[config.mk]
export PLATFORM = sky130hd
export DESIGN_NAME = ftn_log_norm
export DESIGN_NICKNAME = d
export VERILOG_FILES = /design/src/sv/ftn_pkg.sv /design/src/sv/ftn_log_norm.sv
export SDC_FILE = /design/constraint.sdc
export NUM_CORES = 1
export LEC_CHECK = 0
export ABC_AREA = 1
export BUFFER_PORTS_ARGS = -buffer_cell sky130_fd_sc_hd__buf_2
export CAP_MARGIN = 0
export CORE_MARGIN = 1
export CORE_UTILIZATION = 40
export CTS_CLUSTER_DIAMETER = 50
export CTS_CLUSTER_SIZE = 12
export DETAILED_ROUTE_END_ITERATION = 6
export PLACE_DENSITY = 0.68
export SETUP_SLACK_MARGIN = 0.15
export SKIP_LAST_GASP = 1
export SLEW_MARGIN = 20
export SYNTH_ARGS = -nofsm -noshare
export SYNTH_HDL_FRONTEND = slang
export SYNTH_SLANG_ARGS = --single-unit
[constraint.sdc]
create_clock -name i_clk -period 6.67 [get_ports i_clk]
set_input_delay 1.334 -clock i_clk [delete_from_list [all_inputs] [get_ports i_clk]]
set_output_delay 1.334 -clock i_clk [all_outputs]
set_load 0.05 [all_outputs]
[src/sv/ftn_pkg.sv]
// ----------------------------------------------------------------------------
// ftn_pkg
// Shared constants, types and helper functions for the note quantizer.
// ----------------------------------------------------------------------------
package ftn_pkg;

    localparam int FREQ_W         = 20;
    localparam int EXP_W          = 5;
    localparam int MANT_W         = 32;
    localparam int FRAC_W         = 20;
    localparam int NOTE_W         = 6;
    localparam int NAME_W         = 4;
    localparam int CENT_W         = 18;
    localparam int CFG_IDX_W      = 2;
    localparam int NOTE_COUNT_DEF = 50;

    localparam logic [CFG_IDX_W-1:0] CFG_REF    = 2'd0;
    localparam logic [CFG_IDX_W-1:0] CFG_LOWER  = 2'd1;
    localparam logic [CFG_IDX_W-1:0] CFG_UPPER  = 2'd2;
    // index with no register behind it
    localparam logic [CFG_IDX_W-1:0] CFG_UNUSED = 2'd3;

    localparam logic [FREQ_W-1:0] REF_RST   = 20'd112640;
    localparam logic [FREQ_W-1:0] LOWER_RST = 20'd2560;
    localparam logic [FREQ_W-1:0] UPPER_RST = 20'd120320;

    localparam int SEMI_STEP  = 1600;
    localparam int CENT_SCALE = 19200;
    localparam int GRID_BASE  = 76800;

    typedef struct packed {
        logic              fzero;
        logic              in_rng;
        logic [EXP_W-1:0]  ef;
        logic [EXP_W-1:0]  er;
        logic [MANT_W-1:0] mf;
        logic [MANT_W-1:0] mr;
        logic [FRAC_W-1:0] ff;
        logic [FRAC_W-1:0] fr;
    } t_log_lane;

    function automatic logic [EXP_W-1:0] msb_pos(input logic [FREQ_W-1:0] v);
        logic [EXP_W-1:0] p;
        p = '0;
        for (int i = 0; i < FREQ_W; i++) begin
            if (v[i]) begin
                p = EXP_W'(i);
            end
        end
        return p;
    endfunction

    // one squaring step: {result bit, new mantissa}
    function automatic logic [MANT_W:0] sq_step(input logic [MANT_W-1:0] m);
        logic [2*MANT_W-1:0] p;
        p = m * m;
        if (p[2*MANT_W-1]) begin
            return {1'b1, p[2*MANT_W-1:MANT_W]};
        end else begin
            return {1'b0, p[2*MANT_W-2:MANT_W-1]};
        end
    endfunction

endpackage

[src/sv/ftn_log_norm.sv]
// ----------------------------------------------------------------------------
// ftn_log_norm
// Input stage: leading-one detect and mantissa normalize for both lanes,
// range flag against the limits.
// ----------------------------------------------------------------------------
module ftn_log_norm (
    input  logic                      i_clk,
    input  logic                      i_rst_n,
    input  logic                      i_vld,
    output logic                      o_rdy,
    input  logic [ftn_pkg::FREQ_W-1:0] i_freq,
    input  logic [ftn_pkg::FREQ_W-1:0] i_ref,
    input  logic [ftn_pkg::FREQ_W-1:0] i_lower,
    input  logic [ftn_pkg::FREQ_W-1:0] i_upper,
    output logic                      o_vld,
    input  logic                      i_rdy,
    output ftn_pkg::t_log_lane        o_lane
);
    import ftn_pkg::*;

    logic             r_vld;
    t_log_lane        r_lane;
    t_log_lane        n_lane;
    logic [FREQ_W-1:0] ref_eff;

    assign o_rdy = !r_vld || i_rdy;
    assign ref_eff = (i_ref == '0) ? FREQ_W'(1) : i_ref;

    always_comb begin
        n_lane        = '0;
        n_lane.fzero  = (i_freq == '0);
        n_lane.in_rng = (i_freq > i_lower) && (i_freq < i_upper);
        n_lane.ef     = msb_pos(i_freq);
        n_lane.er     = msb_pos(ref_eff);
        n_lane.mf     = MANT_W'({{(MANT_W-FREQ_W){1'b0}}, i_freq} << (EXP_W'(MANT_W-1) - n_lane.ef));
        n_lane.mr     = MANT_W'({{(MANT_W-FREQ_W){1'b0}}, ref_eff} << (EXP_W'(MANT_W-1) - n_lane.er));
    end

    always_ff @(posedge i_clk) begin
        if (!i_rst_n) begin
            r_vld <= 1'b0;
        end else if (o_rdy) begin
            r_vld <= i_vld;
        end
    end

    always_ff @(posedge i_clk) begin
        if (o_rdy && i_vld) begin
            r_lane <= n_lane;
        end
    end

    assign o_vld  = r_vld;
    assign o_lane = r_lane;

endmodule

---- After elaboration in Yosys (flattened, before gate mapping) ----
Cells that the tools add are included.
operators by class
  shift operators ......................... 2
  order comparisons ....................... 2
  multiplexer cells ....................... 39
  add/subtract/negate cells ............... 2
  reductions and logical operators ........ 6
operators with widths
  cell                   count
  $mux W5                36
  $shl A20 B5 Y32        2
  $logic_not A20 Y1      2
  $gt A20 B20 Y1         1
  $lt A20 B20 Y1         1
  $mux W20               1
  $sub A5 B5 Y5 const A  2
  $logic_and A1 B1 Y1    2
  $mux W1                2
  $logic_not A1 Y1       1
  $logic_or A1 B1 Y1     1
word-level totals
  bits of input ports ..................... 84
  word-level logic and storage cells ...... 58
  register bits after elaboration ......... 77
  output and inout port bits .............. 118

---- Logic depth before layout (Yosys ltp) ----
  word-level depth ........................ 23
  depth in mapped cells ................... 27

---- Least setup slack after synthesis ----
No wires, ideal clock.
  path type ............................... input to register
  start ................................... input port i_vld
  end ..................................... register r_lane, in the netlist o_lane[100], enable pin
  arrival ................................. 5.052 ns
  data required time ...................... 6.135 ns
  stages .................................. 2
  setup slack ............................. 1.083 ns
  library setup time ...................... 0.535 ns
  cell sequence ........................... inv_1 -> a21oi_1
on the way
  word-level cells in the longest chain between the ends .. 1
RTL lines
  what                    line                text
  start: declaration      ftn_log_norm.sv:9   input logic i_vld,
  $logic_and A1 B1 Y1     ftn_log_norm.sv:48  if (o_rdy && i_vld) begin
  end signal: assignment  ftn_log_norm.sv:49  r_lane <= n_lane;
  end: declaration        ftn_log_norm.sv:22  t_log_lane r_lane;
No other way between the ends.
A chain may end at the register's enable or synchronous reset.

==> out/metrics.cfg <==
[sta]
final_hold_viol_count = 0
fin_skew_ps = 8.294
maxSlewHeadroom_pct = 38.76
setup_ws_ps = 2849
drv_slew = 0
tns_ps = 0
fmax_ghz = 0.2617
fin_crit_sh_pct = 57.29
fin_crit_ps = 3821
setup_viol = 0
tightest_slew_ps = 915.3
rsz0062_at_grt = no

[clocking]
cts_buffers = 9
cts_setup_buffers = 0
post_cts_resized = 0
cts.htree.levels = 3
clockBufferDepth = 2
cts-root-buf = clkbuf_16
cts.hold.buffers_added = 0
tritoncts = yes
clk_latency_ps = 330
clk_pin_slew_ps = 60
clock_sinks = 77

[layout]
final_common_cell = nand2_1
syn2layout_area_growth_pct = 20.30
layout_common_cells = nand2_1 (188), buf_2 (161), nand3_1 (145)
diodes = 0
drive_above_1_share_pct = 23.07
nFillCells = 1476
final_nets = 1063

[grt]
antenna_found_initial = 0
grt_usage_pct = 20.36
grt_max_degree = 43
grt_pass1_vias = 4934
grt_pass1_wl_um = 23940
grt_overflow_total = 0

[setup_path]
crit_family = simple AND/OR/NAND/NOR gates
crit_required_ps = 6870
critical_path.max_fanout = 13
slowest_delay_ps = 820
path_class = in2reg
crit_chain = buf_2 -> nor2_1 -> nand2_1 -> nor2_1 -> clkinv_1 -> nor2_1 -> nand3_1 -> nand4_1
worstPathArrival_ps = 4020
startpoint_type = input port
path_common_cell = nor2_1
critical_path_buf_inv_count = 2
cp-end-kind = register
slowest_stage = nor2_1

[logic_synthesis]
ys_warn_count = 0
syn_area_um2 = 5937
synth-seq-area-share_pct = 38.78
syn_inst = 763
synth_ff_type = edfxtp_1
synthArstFlopShare_pct = 0
synth-edff-count = 76
yosysUniqueCellTypes = 41
ys_ff_latch = 77
syn_area_per_cell_um2 = 7.781

[placement]
io_buffers = 161
dp.final_hpwl_um = 12320
gp_congestion = 0.9414
dp_worst_setup_slack_ps = 2586

[pwr]
p_leak_nw = 3.638
max-vdd-ir-drop_v = 0.0001023
pwr_density_cell_nw_per_um2 = 220.4

[floorplanning]
start_util_pct = 40.85
fp.dieH_um = 123.8
dieArea_um2 = 15330
core_area_um2 = 14530
row_count = 44
io_pins = 202
die-width_um = 123.8

[flow_run]
maxCapViolCount = 0

[route]
viasPerCell = 4.911
drt_iter0_markers = 437
totalWireLength_um = 15500
via_count = 5544
ant_nets = 0
drc_errors = 0
wl_per_cell_um = 13.73
dr.pass1.iters = 7

[hold_path]
min_path_type = reg2reg

[status]
status = finished, final reports clean

==> cell usage after synthesis (8+ instances only) <==
cell / n / area share [%]
a21oi_1: 21 / 1.8
inv_1: 93 / 5.9
nor2_1: 36 / 2.3
nand2_1: 188 / 12
o21ai_0: 15 / 1.3
nand3_1: 145 / 12
buf_4: 41 / 5.2
nand4_1: 14 / 1.5
clkbuf_1: 12 / 0.76
ha_1: 39 / 8.2
nand3_2: 9 / 1.5
nand2_2: 8 / 0.84
edfxtp_1: 76 / 38
==> layout make-up <==
cell class	count	area, um2	share of cell area [%]
multi-input cells	587	3069	42.97
flip-flops and latches	77	2302	32.24
repair buffers	165	855.8	11.98
inverters	100	375.4	5.256
clock buffers	10	239.0	3.346
well taps	184	230.2	3.224
clock inverters	6	70.07	0.9811
==> worst paths after layout <==
check                     startpoint              endpoint  slack, ps  depth (start not counted)
setup / recovery          i_freq[16]  o_lane[99]$_DFFE_PP_       2850                          8
hold / removal    o_vld$_SDFFE_PN0N_    o_vld$_SDFFE_PN0N_        560                          2
setup reg to reg  o_vld$_SDFFE_PN0N_  o_lane[63]$_DFFE_PP_       4810                          2
hold reg to reg   o_vld$_SDFFE_PN0N_    o_vld$_SDFFE_PN0N_        560                          2
==> state kept, by name, indices dropped and copies added (netlist names) <==
| signal | cells |
|---|---|
| o_lane | 76 |
| o_vld | 1 |
==> cells by family after synthesis <==
kind of cell    Yosys count  synth area share [%]
compound gates           57                 5.817
fa+ha+maj                39                 8.219
buf+inv                 162                 13.70
flops                    77                 38.78
other cells               2                0.1265
simple gates            426                 33.36
==> layer usage <==
metal | up-vias | share of wire (%) | global-route usage (%)
li1 | 2821 | - | -
met1 | 2438 | 46 | 26.61
met2 | 267 | 46 | 33.89
met3 | 18 | 7.1 | 3.800
met4 | 0 | 1.3 | 6.325
met5 | - | 0 | 0
==> worst min-delay path, delay by kind of cell (launching register included) <==
| family | cells | cell delay (ps) |
|---|---|---|
| AND/OR/NAND/NOR | 1 | 90 |
| flip-flops | 1 | 350 |
| AO/OA/AOI/OAI | 1 | 80 |
==> power breakdown <==
part	switching [mW]	leakage (nW)	total, mW	internal, mW
combinational	0.367	2.75	0.487	0.121
clock	0.193	0.153	0.496	0.302
sequential	0.0103	0.739	0.591	0.581
==> stage by stage <==
step	utilization, %	instances	area, um2	hold WS (ps)	power (mW)
floorplan	-	826	6173	1107	0.9898
global placement	46.82	1112	6805	537.4	1.083
detailed placement	46.82	1112	6805	569.5	1.086
CTS	48.95	1128	7114	577.1	1.584
global route	49.14	1129	7142	626.6	1.656
finish	49.14	1129	7142	563.3	1.574
Note: power is estimated with default switching activity, not from simulation.
