File: src/sv/ftn_pkg.sv
// ----------------------------------------------------------------------------
// ftn_pkg
// Shared constants, types and helper functions for the note quantizer.
// ----------------------------------------------------------------------------
package ftn_pkg;

    localparam int FREQ_W         = 20;
    localparam int EXP_W          = 5;
    localparam int MANT_W         = 32;
    localparam int FRAC_W         = 20;
    localparam int NOTE_W         = 6;
    localparam int NAME_W         = 4;
    localparam int CENT_W         = 18;
    localparam int CFG_IDX_W      = 2;
    localparam int NOTE_COUNT_DEF = 50;

    localparam logic [CFG_IDX_W-1:0] CFG_REF    = 2'd0;
    localparam logic [CFG_IDX_W-1:0] CFG_LOWER  = 2'd1;
    localparam logic [CFG_IDX_W-1:0] CFG_UPPER  = 2'd2;
    // index with no register behind it
    localparam logic [CFG_IDX_W-1:0] CFG_UNUSED = 2'd3;

    localparam logic [FREQ_W-1:0] REF_RST   = 20'd112640;
    localparam logic [FREQ_W-1:0] LOWER_RST = 20'd2560;
    localparam logic [FREQ_W-1:0] UPPER_RST = 20'd120320;

    localparam int SEMI_STEP  = 1600;
    localparam int CENT_SCALE = 19200;
    localparam int GRID_BASE  = 76800;

    typedef struct packed {
        logic              fzero;
        logic              in_rng;
        logic [EXP_W-1:0]  ef;
        logic [EXP_W-1:0]  er;
        logic [MANT_W-1:0] mf;
        logic [MANT_W-1:0] mr;
        logic [FRAC_W-1:0] ff;
        logic [FRAC_W-1:0] fr;
    } t_log_lane;

    function automatic logic [EXP_W-1:0] msb_pos(input logic [FREQ_W-1:0] v);
        logic [EXP_W-1:0] p;
        p = '0;
        for (int i = 0; i < FREQ_W; i++) begin
            if (v[i]) begin
                p = EXP_W'(i);
            end
        end
        return p;
    endfunction

    // one squaring step: {result bit, new mantissa}
    function automatic logic [MANT_W:0] sq_step(input logic [MANT_W-1:0] m);
        logic [2*MANT_W-1:0] p;
        p = m * m;
        if (p[2*MANT_W-1]) begin
            return {1'b1, p[2*MANT_W-1:MANT_W]};
        end else begin
            return {1'b0, p[2*MANT_W-2:MANT_W-1]};
        end
    endfunction

endpackage

File: src/sv/ftn_sq_stage.sv
// ----------------------------------------------------------------------------
// ftn_sq_stage
// One log2 fraction bit per lane by squaring the normalized mantissa.
// ----------------------------------------------------------------------------
module ftn_sq_stage (
    input  logic               i_clk,
    input  logic               i_rst_n,
    input  logic               i_vld,
    output logic               o_rdy,
    input  ftn_pkg::t_log_lane i_lane,
    output logic               o_vld,
    input  logic               i_rdy,
    output ftn_pkg::t_log_lane o_lane
);
    import ftn_pkg::*;

    logic            r_vld;
    t_log_lane       r_lane;
    t_log_lane       n_lane;
    logic [MANT_W:0] sf;
    logic [MANT_W:0] sr;

    assign o_rdy = !r_vld || i_rdy;

    always_comb begin
        sf        = sq_step(i_lane.mf);
        sr        = sq_step(i_lane.mr);
        n_lane    = i_lane;
        n_lane.mf = sf[MANT_W-1:0];
        n_lane.mr = sr[MANT_W-1:0];
        n_lane.ff = {i_lane.ff[FRAC_W-2:0], sf[MANT_W]};
        n_lane.fr = {i_lane.fr[FRAC_W-2:0], sr[MANT_W]};
    end

    always_ff @(posedge i_clk) begin
        if (!i_rst_n) begin
            r_vld <= 1'b0;
        end else if (o_rdy) begin
            r_vld <= i_vld;
        end
    end

    always_ff @(posedge i_clk) begin
        if (o_rdy && i_vld) begin
            r_lane <= n_lane;
        end
    end

    assign o_vld  = r_vld;
    assign o_lane = r_lane;

endmodule

File: config.mk
export PLATFORM = sky130hd
export DESIGN_NAME = ftn_sq_stage
export DESIGN_NICKNAME = d
export VERILOG_FILES = /design/src/sv/ftn_pkg.sv /design/src/sv/ftn_sq_stage.sv
export SDC_FILE = /design/constraint.sdc
export NUM_CORES = 2
export LEC_CHECK = 0
export BUFFER_PORTS_ARGS = -buffer_cell sky130_fd_sc_hd__buf_2
export CAP_MARGIN = 20
export CORE_AREA = 2 2 326 328
export CTS_CLUSTER_DIAMETER = 80
export CTS_CLUSTER_SIZE = 10
export DETAILED_ROUTE_END_ITERATION = 10
export DIE_AREA = 0 0 328 330
export GPL_TIMING_DRIVEN = 1
export PLACE_DENSITY = 0.85
export SETUP_SLACK_MARGIN = 0.2
export SYNTH_ARGS = -nofsm -noshare
export SYNTH_HDL_FRONTEND = slang
export SYNTH_SLANG_ARGS = --single-unit
File: constraint.sdc
create_clock -name i_clk -period 14.6 [get_ports i_clk]
set_clock_uncertainty 0.1 [all_clocks]
set_input_delay 2.19 -clock i_clk [delete_from_list [all_inputs] [get_ports i_clk]]
set_output_delay 2.19 -clock i_clk [all_outputs]
set_load 0.005 [all_outputs]
Word-level counts from Yosys, hierarchy flattened
Index checks and enable logic that the tools add are counted.

Register bits after elaboration: 117. Input port bits: 120. Word-level logic and storage cells: 18. Output and inout port bits: 118.

Multiply operators: 2. Reductions and logical operators: 3. Muxes and demuxes: 2.

Operators by type and width (number): $mul 32x32->64 (2); $mux 33 (2); $logic_and 1x1->1 (1); $logic_not 1->1 (1); $logic_or 1x1->1 (1).

Longest topological paths before layout
Depth in word-level cells: 3. Mapped depth: 32. Depth with buffers taken out: 27.

Worst setup path before layout
Ideal clock, no wire load.

Path type: input-to-reg. From: input i_lane[54] (netlist bit). To: register r_lane, in the netlist o_lane[43], data pin. Stages: 26. Arrival time: 9.385 ns. Slack: 4.855 ns. Setup time: 0.260 ns. Cell sequence: clkbuf_1 -> clkbuf_1 -> nand2_1 -> fa_1 -> inv_1 -> fa_1 -> inv_1 -> fa_1 -> fa_1 -> inv_1 -> fa_1 -> inv_1 -> fa_1 -> inv_1 -> fa_1 -> fa_1 -> ha_1 -> nand2_1 -> or3_1 -> o21ai_2 -> a31oi_4 -> o41ai_4 -> o41ai_4 -> nor2_4 -> buf_6 -> mux2_2.

Word-level cells in the longest chain between the ends: 2.

RTL lines: from (decl) (line ftn_sq_stage.sv:10) `input ftn_pkg::t_log_lane i_lane,`; $mul 32x32->64 (line ftn_pkg.sv:56) `p = m * m;`; $mux 33 (line ftn_pkg.sv:57) `if (p[2*MANT_W-1]) begin`; via sr[3] (line ftn_sq_stage.sv:21) `logic [MANT_W:0] sr;`; to (signal assigned) (line ftn_sq_stage.sv:45) `r_lane <= n_lane;`; to (decl) (line ftn_sq_stage.sv:18) `t_log_lane r_lane;`.

The timed path passes the listed nets, and every way through them passes these cells. A chain may end at the register's enable or synchronous reset.

Worst setup path after layout
From: input i_lane[47] (netlist bit). To: register r_lane, in the netlist o_lane[70], data pin.

Same word-level chain as after synthesis.

==> flow_summary.toml <==
[synth]
async_reset_ff_share_pct = 0
ys_seq_area_share_pct = 5.606
synth_nets = 8802
ys_ff_latch = 117
synth-main-ff-cell = "edfxtp_1"
ys_types = 71
synth_edf_count = 116
ys_warn_count = 0
synth.avg_cell_area_um2 = 9.611
synthCells = 6502
synth_area_um2 = 62490

[place]
portBuffers = 235
globalplace.congestion = 1.013
post-dp-hpwl_um = 128000

[clocking]
cts_buffers = 17
cts.htree.levels = 4
clockBufferDepth = 2
cts_setup_buffers = 0
tritoncts = "done"
holdBufCountCts = 0
cts_root_buffer = "clkbuf_16"
clk_pin_slew_ns = 0.07
cts.repair.resized = 0
cts_sinks = 117
insertion_delay_ns = 0.44

[global_route]
grt_pass1_wl_um = 264200
grt_usage_pct = 31.47
antenna_found_initial = 6
grt_start_max_net_pins = 64
overflow = 0
grt_pass1_vias = 51450

[finish]
multi_input_area_um2 = 50700
area_delta_synth_final_pct = 4.499
fillers = 8047
antennaDiodeCount = 0
nNetsFinal = 8846
layout-drive-gt1-share_pct = 6.068
final_common_cell = "inv_1"
mostFrequentLayoutCells = "1960 x inv_1, 1582 x fa_1, 598 x ha_1, 592 x nand2_1, 461 x and2_1"
regArea_um2 = 3503

[worst_setup_path]
setup.worst_path.start = "i_lane[47]"
critPathArrivalTime_ns = 11.50
rr_endpoint = "o_lane[33]$_DFFE_PP_"
criticalPathCategory = "in -> reg"
crit_fanout = 33
worst_r2r_startpoint = "o_vld$_SDFFE_PN0N_"
cp-start-kind = "input pin"
cp.required_ns = 14.69
rrSetupSlack_ns = 12.16
endpoint = "o_lane[70]$_DFFE_PP_"
critPathCaptureType = "register"
r2r_cells = 3

[worst_hold_path]
min_path_type = "reg -> reg"

[routing]
drt_drc_violations_left = 0
wl_per_cell_um = 20.19
vias = 44610
routed_wl_um = 160500
drtAntennaViolNets = 0
drtIter0Drc = 3192
via_per_inst = 5.611
dr.pass1.iters = 8

[floorplan]
start_util_pct = 59.70
die_x_um = 328
io_pins = 238
core_um2 = 104700
dieHeight_um = 330
rows = 119
fp.dieArea_um2 = 108200

[timing]
max_clock_freq_mhz = 87.60
finalHoldViolations = 0
finalSetupViolations = 0
tightest_slew_ns = 1.080
maxSlewHeadroom_pct = 27.82
rsz0062_at_grt = "false"
slew_viol_final = 0
min_period_ns = 11.42
finalSetupTns_ns = 0
fin_crit_sh_pct = 78.19

[run]
maxCapViolCount = 0

[run_status]
outcome = "completed"
[through the flow]
stage	std cells	area, um2	hold WS (ns)	worst slack (ns)	util, %
floorplan	6502	62490	0.4366	4.855	-
global placement	7917	64700	0.4136	3.229	61.81
detailed placement	7917	64700	0.4557	2.988	61.81
CTS	7949	65290	0.4658	3.461	62.38
global route	7950	65300	0.5032	2.986	62.39
finish	7950	65300	0.4814	3.184	62.39
[state kept, by name, summed over array words and instances, names as in the netlist]
register,cells
o_lane,116
o_vld,1
[layout make-up]
cell class / count / share of cell area [%]
multi-input cells: 4184 / 77.64
inverters: 1961 / 11.27
flip-flops and latches: 117 / 5.365
well taps: 1391 / 2.665
repair buffers: 265 / 2.146
clock buffers: 18 / 0.6572
clock inverters: 14 / 0.2568
[worst max-delay path: stages]
cell and delay (ns):
buf_2 0.66, inv_1 0.53, nor2_1 0.34, inv_1 0.10, fa_1 0.49, inv_1 0.05
fa_1 0.50, inv_1 0.05, fa_1 0.39, fa_1 0.53, fa_1 0.55, inv_1 0.05
fa_1 0.46, fa_1 0.53, fa_1 0.43, ha_1 0.34, nand2_1 0.13, nor2_1 0.10
o21ai_0 0.08, a21oi_1 0.41, a31oi_4 0.24, o41ai_4 0.67, o41ai_4 0.17, nor2_4 0.87
inv_1 0.22, mux2_4 0.35
[worst min-delay path by stage]
stage / startpoint / end / slack, ns / depth (start not counted)
finish: o_vld$_SDFFE_PN0N_ / o_vld$_SDFFE_PN0N_ / 0.48 / 2
global route: o_vld$_SDFFE_PN0N_ / o_vld$_SDFFE_PN0N_ / 0.50 / 2
CTS: o_vld$_SDFFE_PN0N_ / o_vld$_SDFFE_PN0N_ / 0.47 / 2
detailed placement: o_vld$_SDFFE_PN0N_ / o_vld$_SDFFE_PN0N_ / 0.46 / 2
global placement: o_vld$_SDFFE_PN0N_ / o_vld$_SDFFE_PN0N_ / 0.41 / 2
floorplan: o_vld$_SDFFE_PN0N_ / o_vld$_SDFFE_PN0N_ / 0.44 / 2
[logic make-up (layout without fill, tap and decap cells)]
family                     Yosys count  after routing  share of synthesized area [%]
buffers and inverters             2201           2258                          13.28
adders and majority gates         2180           2180                          62.66
and+or+nand+nor                   1327           1327                          10.37
AOI/OAI and AO/OA                  457            457                          4.769
xor gates and xnor gates           158            158                          2.215
DFF                                117            117                          5.606
muxes                               62             62                          1.101
[cell usage after synthesis (all sizes together), types with 3 or more instances]
library cell | count | area, um2
inv | 1960 | 7357
fa | 1582 | 31670
ha | 598 | 7482
nand2 | 592 | 2222
and2 | 462 | 2890
clkbuf | 229 | 859.6
a21oi | 158 | 798.3
nor2 | 128 | 488.0
edfxtp | 116 | 3483
o21ai | 83 | 430.4
xnor2 | 79 | 691.9
xor2 | 79 | 691.9
a21o | 59 | 442.9
mux2 | 51 | 578.1
nand4 | 29 | 181.4
nand3 | 25 | 125.1
a31o | 24 | 210.2
nor2b | 24 | 150.1
a31oi | 21 | 146.4
o21bai | 21 | 157.7
nor3 | 20 | 100.1
o211ai | 17 | 127.6
buf | 11 | 77.57
mux2i | 11 | 110.1
or2 | 11 | 68.82
and3 | 10 | 62.56
a211oi | 9 | 67.56
a21boi | 9 | 67.56
o21a | 9 | 67.56
nand2b | 8 | 50.05
o31ai | 8 | 65.06
a221oi | 6 | 65.06
a41o | 6 | 60.06
and4 | 5 | 43.79
a41oi | 4 | 35.03
nor4 | 4 | 25.02
o221ai | 3 | 26.28
o41ai | 3 | 63.81
[routing by layer]
| metal | up-vias | wire length [um] | GRT usage [%] |
|---|---|---|---|
| met5 | - | 55 | 0 |
| met4 | 8 | 8452 | 13.88 |
| met3 | 653 | 17720 | 8.521 |
| met2 | 2339 | 77490 | 52.63 |
| met1 | 22540 | 56800 | 38.43 |
| li1 | 19070 | - | - |
Power is not shown: default switching activity piles up to over one toggle a cycle in this logic, so the estimate is an artifact.
