`config.mk`:
```
export PLATFORM = sky130hd
export DESIGN_NAME = ftn_note_calc
export DESIGN_NICKNAME = d
export VERILOG_FILES = /design/src/sv/ftn_pkg.sv /design/src/sv/ftn_note_calc.sv
export SDC_FILE = /design/constraint.sdc
export NUM_CORES = 1
export LEC_CHECK = 0
export ABC_AREA = 0
export CAP_MARGIN = 20
export CORE_UTILIZATION = 65
export DETAILED_ROUTE_END_ITERATION = 16
export DONT_BUFFER_PORTS = 1
export PLACE_DENSITY = 0.92
export RECOVER_POWER = 100
export SYNTH_ARGS = -nofsm -noshare
export SYNTH_HDL_FRONTEND = slang
export SYNTH_SLANG_ARGS = --single-unit
```
`constraint.sdc`:
```
create_clock -name i_clk -period 13.2 [get_ports i_clk]
set_clock_uncertainty 0.2 [all_clocks]
set_input_delay 1.32 -clock i_clk [delete_from_list [all_inputs] [get_ports i_clk]]
set_output_delay 1.32 -clock i_clk [all_outputs]
set_load 0.01 [all_outputs]
```
`src/sv/ftn_pkg.sv`:
```
// ----------------------------------------------------------------------------
// ftn_pkg
// Shared constants, types and helper functions for the note quantizer.
// ----------------------------------------------------------------------------
package ftn_pkg;

    localparam int FREQ_W         = 20;
    localparam int EXP_W          = 5;
    localparam int MANT_W         = 32;
    localparam int FRAC_W         = 20;
    localparam int NOTE_W         = 6;
    localparam int NAME_W         = 4;
    localparam int CENT_W         = 18;
    localparam int CFG_IDX_W      = 2;
    localparam int NOTE_COUNT_DEF = 50;

    localparam logic [CFG_IDX_W-1:0] CFG_REF    = 2'd0;
    localparam logic [CFG_IDX_W-1:0] CFG_LOWER  = 2'd1;
    localparam logic [CFG_IDX_W-1:0] CFG_UPPER  = 2'd2;
    // index with no register behind it
    localparam logic [CFG_IDX_W-1:0] CFG_UNUSED = 2'd3;

    localparam logic [FREQ_W-1:0] REF_RST   = 20'd112640;
    localparam logic [FREQ_W-1:0] LOWER_RST = 20'd2560;
    localparam logic [FREQ_W-1:0] UPPER_RST = 20'd120320;

    localparam int SEMI_STEP  = 1600;
    localparam int CENT_SCALE = 19200;
    localparam int GRID_BASE  = 76800;

    typedef struct packed {
        logic              fzero;
        logic              in_rng;
        logic [EXP_W-1:0]  ef;
        logic [EXP_W-1:0]  er;
        logic [MANT_W-1:0] mf;
        logic [MANT_W-1:0] mr;
        logic [FRAC_W-1:0] ff;
        logic [FRAC_W-1:0] fr;
    } t_log_lane;

    function automatic logic [EXP_W-1:0] msb_pos(input logic [FREQ_W-1:0] v);
        logic [EXP_W-1:0] p;
        p = '0;
        for (int i = 0; i < FREQ_W; i++) begin
            if (v[i]) begin
                p = EXP_W'(i);
            end
        end
        return p;
    endfunction

    // one squaring step: {result bit, new mantissa}
    function automatic logic [MANT_W:0] sq_step(input logic [MANT_W-1:0] m);
        logic [2*MANT_W-1:0] p;
        p = m * m;
        if (p[2*MANT_W-1]) begin
            return {1'b1, p[2*MANT_W-1:MANT_W]};
        end else begin
            return {1'b0, p[2*MANT_W-2:MANT_W-1]};
        end
    endfunction

endpackage

```
`src/sv/ftn_note_calc.sv`:
```
// ----------------------------------------------------------------------------
// ftn_note_calc
// Log difference to 1/16 cent position, note bin, name and offset, in four
// register stages; the last one is the output register.
// ----------------------------------------------------------------------------
module ftn_note_calc #(
    parameter int NOTE_COUNT = ftn_pkg::NOTE_COUNT_DEF
) (
    input  logic                        i_clk,
    input  logic                        i_rst_n,
    input  logic                        i_vld,
    output logic                        o_rdy,
    input  ftn_pkg::t_log_lane          i_lane,
    output logic                        o_vld,
    input  logic                        i_rdy,
    output logic [$clog2(NOTE_COUNT)-1:0] o_note,
    output logic [ftn_pkg::NAME_W-1:0]  o_name,
    output logic signed [ftn_pkg::CENT_W-1:0] o_cent,
    output logic                        o_in_rng
);
    import ftn_pkg::*;

    localparam int NW    = $clog2(NOTE_COUNT);
    localparam int D_W   = EXP_W + FRAC_W + 1;
    localparam int P_W   = D_W + 16;
    localparam int X_W   = 23;
    localparam int Y_W   = X_W + 1;
    localparam int Y_MAX = SEMI_STEP * (NOTE_COUNT - 1);
    localparam int T_W   = $clog2(Y_MAX / 64 + 1);
    localparam int RECIP = 2622;
    localparam int C_W   = Y_W + 1;

    logic [3:0] r_vld;
    logic [3:0] stg_rdy;

    assign stg_rdy[3] = !r_vld[3] || i_rdy;
    assign stg_rdy[2] = !r_vld[2] || stg_rdy[3];
    assign stg_rdy[1] = !r_vld[1] || stg_rdy[2];
    assign stg_rdy[0] = !r_vld[0] || stg_rdy[1];
    assign o_rdy      = stg_rdy[0];

    always_ff @(posedge i_clk) begin
        if (!i_rst_n) begin
            r_vld <= '0;
        end else begin
            if (stg_rdy[0]) r_vld[0] <= i_vld;
            if (stg_rdy[1]) r_vld[1] <= r_vld[0];
            if (stg_rdy[2]) r_vld[2] <= r_vld[1];
            if (stg_rdy[3]) r_vld[3] <= r_vld[2];
        end
    end

    // stage a: scaled log difference
    logic signed [D_W-1:0] d;
    logic signed [P_W-1:0] n_prod, r_prod;
    logic [1:0]            r_fl_a;

    always_comb begin
        d      = signed'({1'b0, i_lane.ef, i_lane.ff}) - signed'({1'b0, i_lane.er, i_lane.fr});
        n_prod = d * signed'(16'(CENT_SCALE));
    end

    always_ff @(posedge i_clk) begin
        if (stg_rdy[0] && i_vld) begin
            r_prod <= n_prod;
            r_fl_a <= {i_lane.fzero, i_lane.in_rng};
        end
    end

    // stage b: round to grid position, clamp checks
    logic signed [X_W-1:0] n_x, r_x_b;
    logic signed [Y_W-1:0] y;
    logic                  n_lo, n_hi, r_lo, r_hi;
    logic [T_W-1:0]        n_t, r_t;
    logic [1:0]            r_fl_b;

    always_comb begin
        n_x  = X_W'((r_prod + P_W'(signed'(1 << (FRAC_W - 1)))) >>> FRAC_W)
               + X_W'(signed'(GRID_BASE));
        y    = Y_W'(n_x) + Y_W'(signed'(SEMI_STEP / 2));
        n_lo = y < 0;
        n_hi = y >= Y_W'(signed'(Y_MAX));
        n_t  = y[T_W+5:6];
    end

    always_ff @(posedge i_clk) begin
        if (stg_rdy[1] && r_vld[0]) begin
            r_x_b  <= n_x;
            r_lo   <= n_lo;
            r_hi   <= n_hi;
            r_t    <= n_t;
            r_fl_b <= r_fl_a;
        end
    end

    // stage c: note bin by reciprocal multiply (divide by 25 after the shift)
    logic [T_W+11:0]       qp;
    logic [NW-1:0]         n_note, r_note_c;
    logic signed [X_W-1:0] r_x_c;
    logic [1:0]            r_fl_c;

    always_comb begin
        qp = (T_W+12)'(r_t) * (T_W+12)'(RECIP);
        if (r_lo) begin
            n_note = '0;
        end else if (r_hi) begin
            n_note = NW'(NOTE_COUNT - 1);
        end else begin
            n_note = NW'(qp >> 16);
        end
    end

    always_ff @(posedge i_clk) begin
        if (stg_rdy[2] && r_vld[1]) begin
            r_note_c <= n_note;
            r_x_c    <= r_x_b;
            r_fl_c   <= r_fl_b;
        end
    end

    // stage d: offset, saturation, name
    logic [7:0]             n8;
    logic [15:0]            q12p;
    logic [7:0]             q12;
    logic [7:0]             nm;
    logic signed [C_W-1:0]  c;
    logic signed [CENT_W-1:0] n_cent, r_cent;
    logic [NW-1:0]          n_note_d, r_note_d;
    logic [NAME_W-1:0]      n_name, r_name;
    logic                   r_inr;

    always_comb begin
        n8   = 8'(r_note_c);
        q12p = 16'(n8) * 16'd171;
        q12  = 8'(q12p >> 11);
        nm   = n8 - 8'(q12 * 8'd12);
        c    = C_W'(r_x_c) - C_W'(signed'({1'b0, 18'(r_note_c) * 18'(SEMI_STEP)}));
        if (c < C_W'(signed'(-(1 << (CENT_W - 1))))) begin
            n_cent = {1'b1, {(CENT_W-1){1'b0}}};
        end else if (c > C_W'(signed'((1 << (CENT_W - 1)) - 1))) begin
            n_cent = {1'b0, {(CENT_W-1){1'b1}}};
        end else begin
            n_cent = CENT_W'(c);
        end
        n_note_d = r_note_c;
        n_name   = NAME_W'(nm);
        if (r_fl_c[1]) begin
            n_cent   = {1'b1, {(CENT_W-1){1'b0}}};
            n_note_d = '0;
            n_name   = '0;
        end
    end

    always_ff @(posedge i_clk) begin
        if (stg_rdy[3] && r_vld[2]) begin
            r_cent   <= n_cent;
            r_note_d <= n_note_d;
            r_name   <= n_name;
            r_inr    <= r_fl_c[0];
        end
    end

    assign o_vld    = r_vld[3];
    assign o_note   = r_note_d;
    assign o_name   = r_name;
    assign o_cent   = r_cent;
    assign o_in_rng = r_inr;

endmodule

```
# After elaboration in Yosys (flattened, before gate mapping)
# Index checks and enable logic that the tools add are counted.
# totals
output_inout_bits	31
elab_cells	50
input_bits	120
ff_bits	138
# op_classes
mul	5
reduce_logical	14
magnitude_cmp	4
n_mux	2
add_sub_neg	6
# ops
operator	count
$add A42 B21 Y42 const B	1
$mul A26 B8 Y34 const B	1
$sub A25 B25 Y26	1
$add A23 B11 Y24 const B	1
$ge A24 B18 Y1 const B	1
$gt A24 B18 Y1 const B	1
$lt A24 B1 Y1 const B	1
$lt A24 B18 Y1 const B	1
$sub A23 B18 Y24	1
$add A22 B18 Y23 const B	1
$mul A11 B11 Y21 const B	1
$mux W18	1
$mul A6 B8 Y14 const B	1
$mul A6 B5 Y11 const B	1
$mux W6	1
$logic_and A1 B1 Y1	4
$logic_not A1 Y1	4
$logic_or A1 B1 Y1	4
$reduce_or A2 Y1	2
$sub A4 B4 Y4	1
$mul A3 B2 Y2 const B	1

# Depth between registers and ports, before layout
# logic_depth
depth_word	6
depth_mapped	29
mapped_depth_nobuf	29

# Least setup slack after synthesis
# Ideal clock, no wire load.
# synth_path
kind	in2reg
startpoint	input i_lane[20] (netlist name)
endpoint	register r_prod[40] (data pin)
cell_stages	28
required_ns	12.742
setup_time_ns	0.258
path_buffers	0
path_slack_ns	5.296
arrival_ns	7.447
cell_sequence	inv_1 > ha_1 > inv_1 > fa_1 > a21o_1 > a21o_1 > a2111oi_0 > o32ai_1 > o21ai_0 > a21oi_1 > a21o_1 > a211oi_1 > nor3_1 > ha_1 > fa_1 > inv_1 > fa_1 > inv_1 > ha_1 > a21oi_1 > o21ai_0 > a211oi_1 > a2bb2oi_1 > o21ai_0 > o41ai_1 > o21bai_1 > a21oi_1 > xnor2_1
# synth_via
elab_chain_len	2
# synth_lines
item	line	text
start: declaration	ftn_note_calc.sv:13	input ftn_pkg::t_log_lane i_lane,
$sub A25 B25 Y26	ftn_note_calc.sv:59	d = signed'({1'b0, i_lane.ef, i_lane.ff}) - signed'({1'b0, i_lane.er, i_lane.fr});
$mul A26 B8 Y34	ftn_note_calc.sv:60	n_prod = d * signed'(16'(CENT_SCALE));
net n_prod[40]	ftn_note_calc.sv:55	logic signed [P_W-1:0] n_prod, r_prod;
end signal: assignment	ftn_note_calc.sv:65	r_prod <= n_prod;
end: declaration	ftn_note_calc.sv:55	
# The timed path passes the listed nets, and every way through them passes these cells.
# A chain may end at the register's enable or synchronous reset.

# Worst setup path in the final report
# Same ends and word-level chain as after synthesis.

==> out/summary.txt <==
largest net degree at the start of global routing: 39
sequential cell area fraction in the yosys report: 27.9%
residual DRC count: 0
Data required, critical path: 13.17 ns
syn avg cell area: 10.3 um2
clock period minus worst slack: 8.62 ns
slew margin rel.: -16.8%
Hold EP: r_fl_b[1]
vias per cell: 5.83
vias in the first global route: 9674
Hold Path Depth: 0
endpoints failing setup: 0
synth warn: 0
Post-DRT Antenna Nets: 0
Initial Utilization: 67.3%
clk buf depth: 2
n_diodes: 0
share of cells above drive strength 1: 3.27%
num rows: 51
Die W: 145 um
Slew @ Worst Pin: 1.75 ns
Die Area: 21000 um2
CP arrival: 8.59 ns
CP max-delay cell: a2111oi_0
Setup crit start kind: input pin
NumNets Final: 1756
r2r setup slk: 6.68 ns
hold buffer count at cts: 0
DRT Pass-1 Iters: 5
commonest non-fill, non-tap cell in the layout: inv_1
FFs w/ async S/R, synth: 0%
f_max: 116 MHz
Routed WL: 25100 um
Synth-to-Final Area Change: 6.33%
1st-iter DRT viols: 430
most frequent CP cell: inv_1
Syn Inst Count: 1294
HP Class: reg2reg
GRT Total Usage: 24.8%
Setup Buffers After CTS: 0
Hold Vio Cnt, Final: 0
H-tree depth: 4
post-CTS resize count: 0
RSZ-0062 raised after global routing: no
CTS tree: done
io pins: 151
CTS Buf Count: 17
TritonCTS Sinks: 125
Crit Reg-Reg Endpoint: o_cent[2]
first-pass GRT wire length: 42500 um
Layout fillers: 1304
failing checks: capacitance limit, slew limit
setup TNS: 0 ns
Final Wtd Congestion: 0.905
slowest stage delay, CP: 0.75 ns
max-slew violations: 84
clk_lat worst skew: 0.42 ns
PortBufs: 0
CP Capture Type: flip-flop
final period utilization: 65.3%
Critical Path Fanout Max: 5
vias: 9192
reg2reg start: r_note_c[2]
most frequent cells in the layout: inv_1 (255), ha_1 (242), edfxtp_1 (121), fa_1 (94), nor2_1 (66)
core area: 19800 um2
status: finished with violations
drt wl/cell: 15.9 um
Root Buffer Master: clkbuf_16
number of synthesized flops with an enable pin: 121
flops & latches, synth: 125
initial antenna violation count: 0
syn nets: 1750
critical path type: in2reg
total gr overflow: 0
clk slew on worst S/H paths: 0.05 ns
Post-DP HPWL: 20000 um
Unique masters post-synth: 70
Die Ht: 145 um
Netlist Area Pre-Place: 13300 um2
Hold Path Origin: r_fl_a[1]
MaxCap Viol Count: 3
R2R cell count: 18
Primary FF master, synth: edfxtp_1
==> routing by layer <==
layer / vias up / wire length, um / part of all wire, % / track usage, %
met5: - / 0 / 0 / 0
met4: 0 / 553 / 2.2 / 8.68
met3: 57 / 904 / 3.6 / 3.77
met2: 276 / 13700 / 55 / 49.0
met1: 4410 / 9890 / 39 / 26.2
li1: 4449 / - / - / -
==> critical path: cells and delay by family <==
| family | cells | cell delay (ns) |
|---|---|---|
| AOI/OAI and AO/OA | 16 | 4.58 |
| adders and majority gates | 6 | 2.26 |
| buffers and inverters | 4 | 0.19 |
| and+or+nand+nor | 1 | 0.14 |
| xor gates and xnor gates | 1 | 0.08 |
==> worst max-delay path by stage <==
stage / depth (start not counted) / end / slack, ns / start
after floorplan: 28 / r_prod[40] / 5.30 / i_lane[20]
after global placement: 28 / r_prod[40] / 4.50 / i_lane[20]
after detailed placement: 28 / r_prod[40] / 4.23 / i_lane[20]
after CTS: 28 / r_prod[40] / 4.66 / i_lane[20]
after global routing: 28 / r_prod[40] / 4.12 / i_lane[20]
final: 28 / r_prod[40] / 4.58 / i_lane[20]
==> sequential cells by signal, summed over array words and instances (netlist names), 4 cells and up <==
signal,cells
r_x_c,23
r_t,11
r_vld,4
o_note,6
r_note_c,6
r_prod,23
r_x_b,23
o_cent,18
==> cell families after synthesis <==
| family | Yosys count | share of synthesized area [%] |
|---|---|---|
| AO/OA/AOI/OAI | 214 | 10.8 |
| XOR/XNOR | 106 | 6.98 |
| adder cells (fa/ha/maj) | 336 | 36.9 |
| buffers and inverters | 272 | 7.76 |
| flip-flops | 125 | 27.9 |
| multiplexers | 4 | 0.320 |
| AND/OR/NAND/NOR | 237 | 9.30 |
==> Yosys cell counts (4+ instances only) <==
cell type,n,share of area [%]
a211oi_1,6,0.34
a21boi_0,5,0.28
a21o_1,26,1.5
a21oi_1,58,2.2
a31o_2,4,0.26
a31oi_1,9,0.42
and2_1,7,0.33
and3_1,6,0.28
and4_1,4,0.26
clkbuf_1,10,0.28
dfxtp_1,4,0.60
edfxtp_1,121,27
fa_1,94,14
ha_1,242,23
inv_1,255,7.2
nand2_1,44,1.2
nand2b_1,5,0.24
nand3_1,26,0.98
nand4_1,9,0.42
nor2_1,66,1.9
nor2b_1,14,0.66
nor3_1,16,0.60
nor3b_1,4,0.23
nor4_1,7,0.33
o211ai_1,4,0.23
o21a_1,40,2.3
o21ai_0,26,0.98
o21bai_1,4,0.23
o31ai_1,6,0.34
or3_1,9,0.42
or4_1,5,0.28
xnor2_1,65,4.3
xor2_1,41,2.7
==> cell type report <==
cell class	instances	area [um2]	share of cell area (%)
clock buffer	19	433	3.06
clock inverter	13	149	1.05
inverter	255	957	6.77
multi-input combinational	897	8550	60.4
sequential	125	3710	26.3
tap	265	332	2.34
timing repair buffer	4	15.0	0.106
==> stage by stage <==
stage          cell area [um2]  worst slack (ns)  hold WS (ns)  instances  utilization (%)
2_1_floorplan            13300              5.30         0.200       1294                -
3_3_place_gp             13600              4.50         0.202       1545             68.8
3_5_place_dp             13600              4.23         0.205       1545             68.8
4_1_cts                  14200              4.66         0.218       1577             71.7
5_1_grt                  14100              4.12         0.223       1578             71.5
6_report                 14100              4.58         0.215       1578             71.5
Power is left out: the tool's default activity adds up to more than one toggle a clock period on the data nets, which glitch-free logic cannot reach.
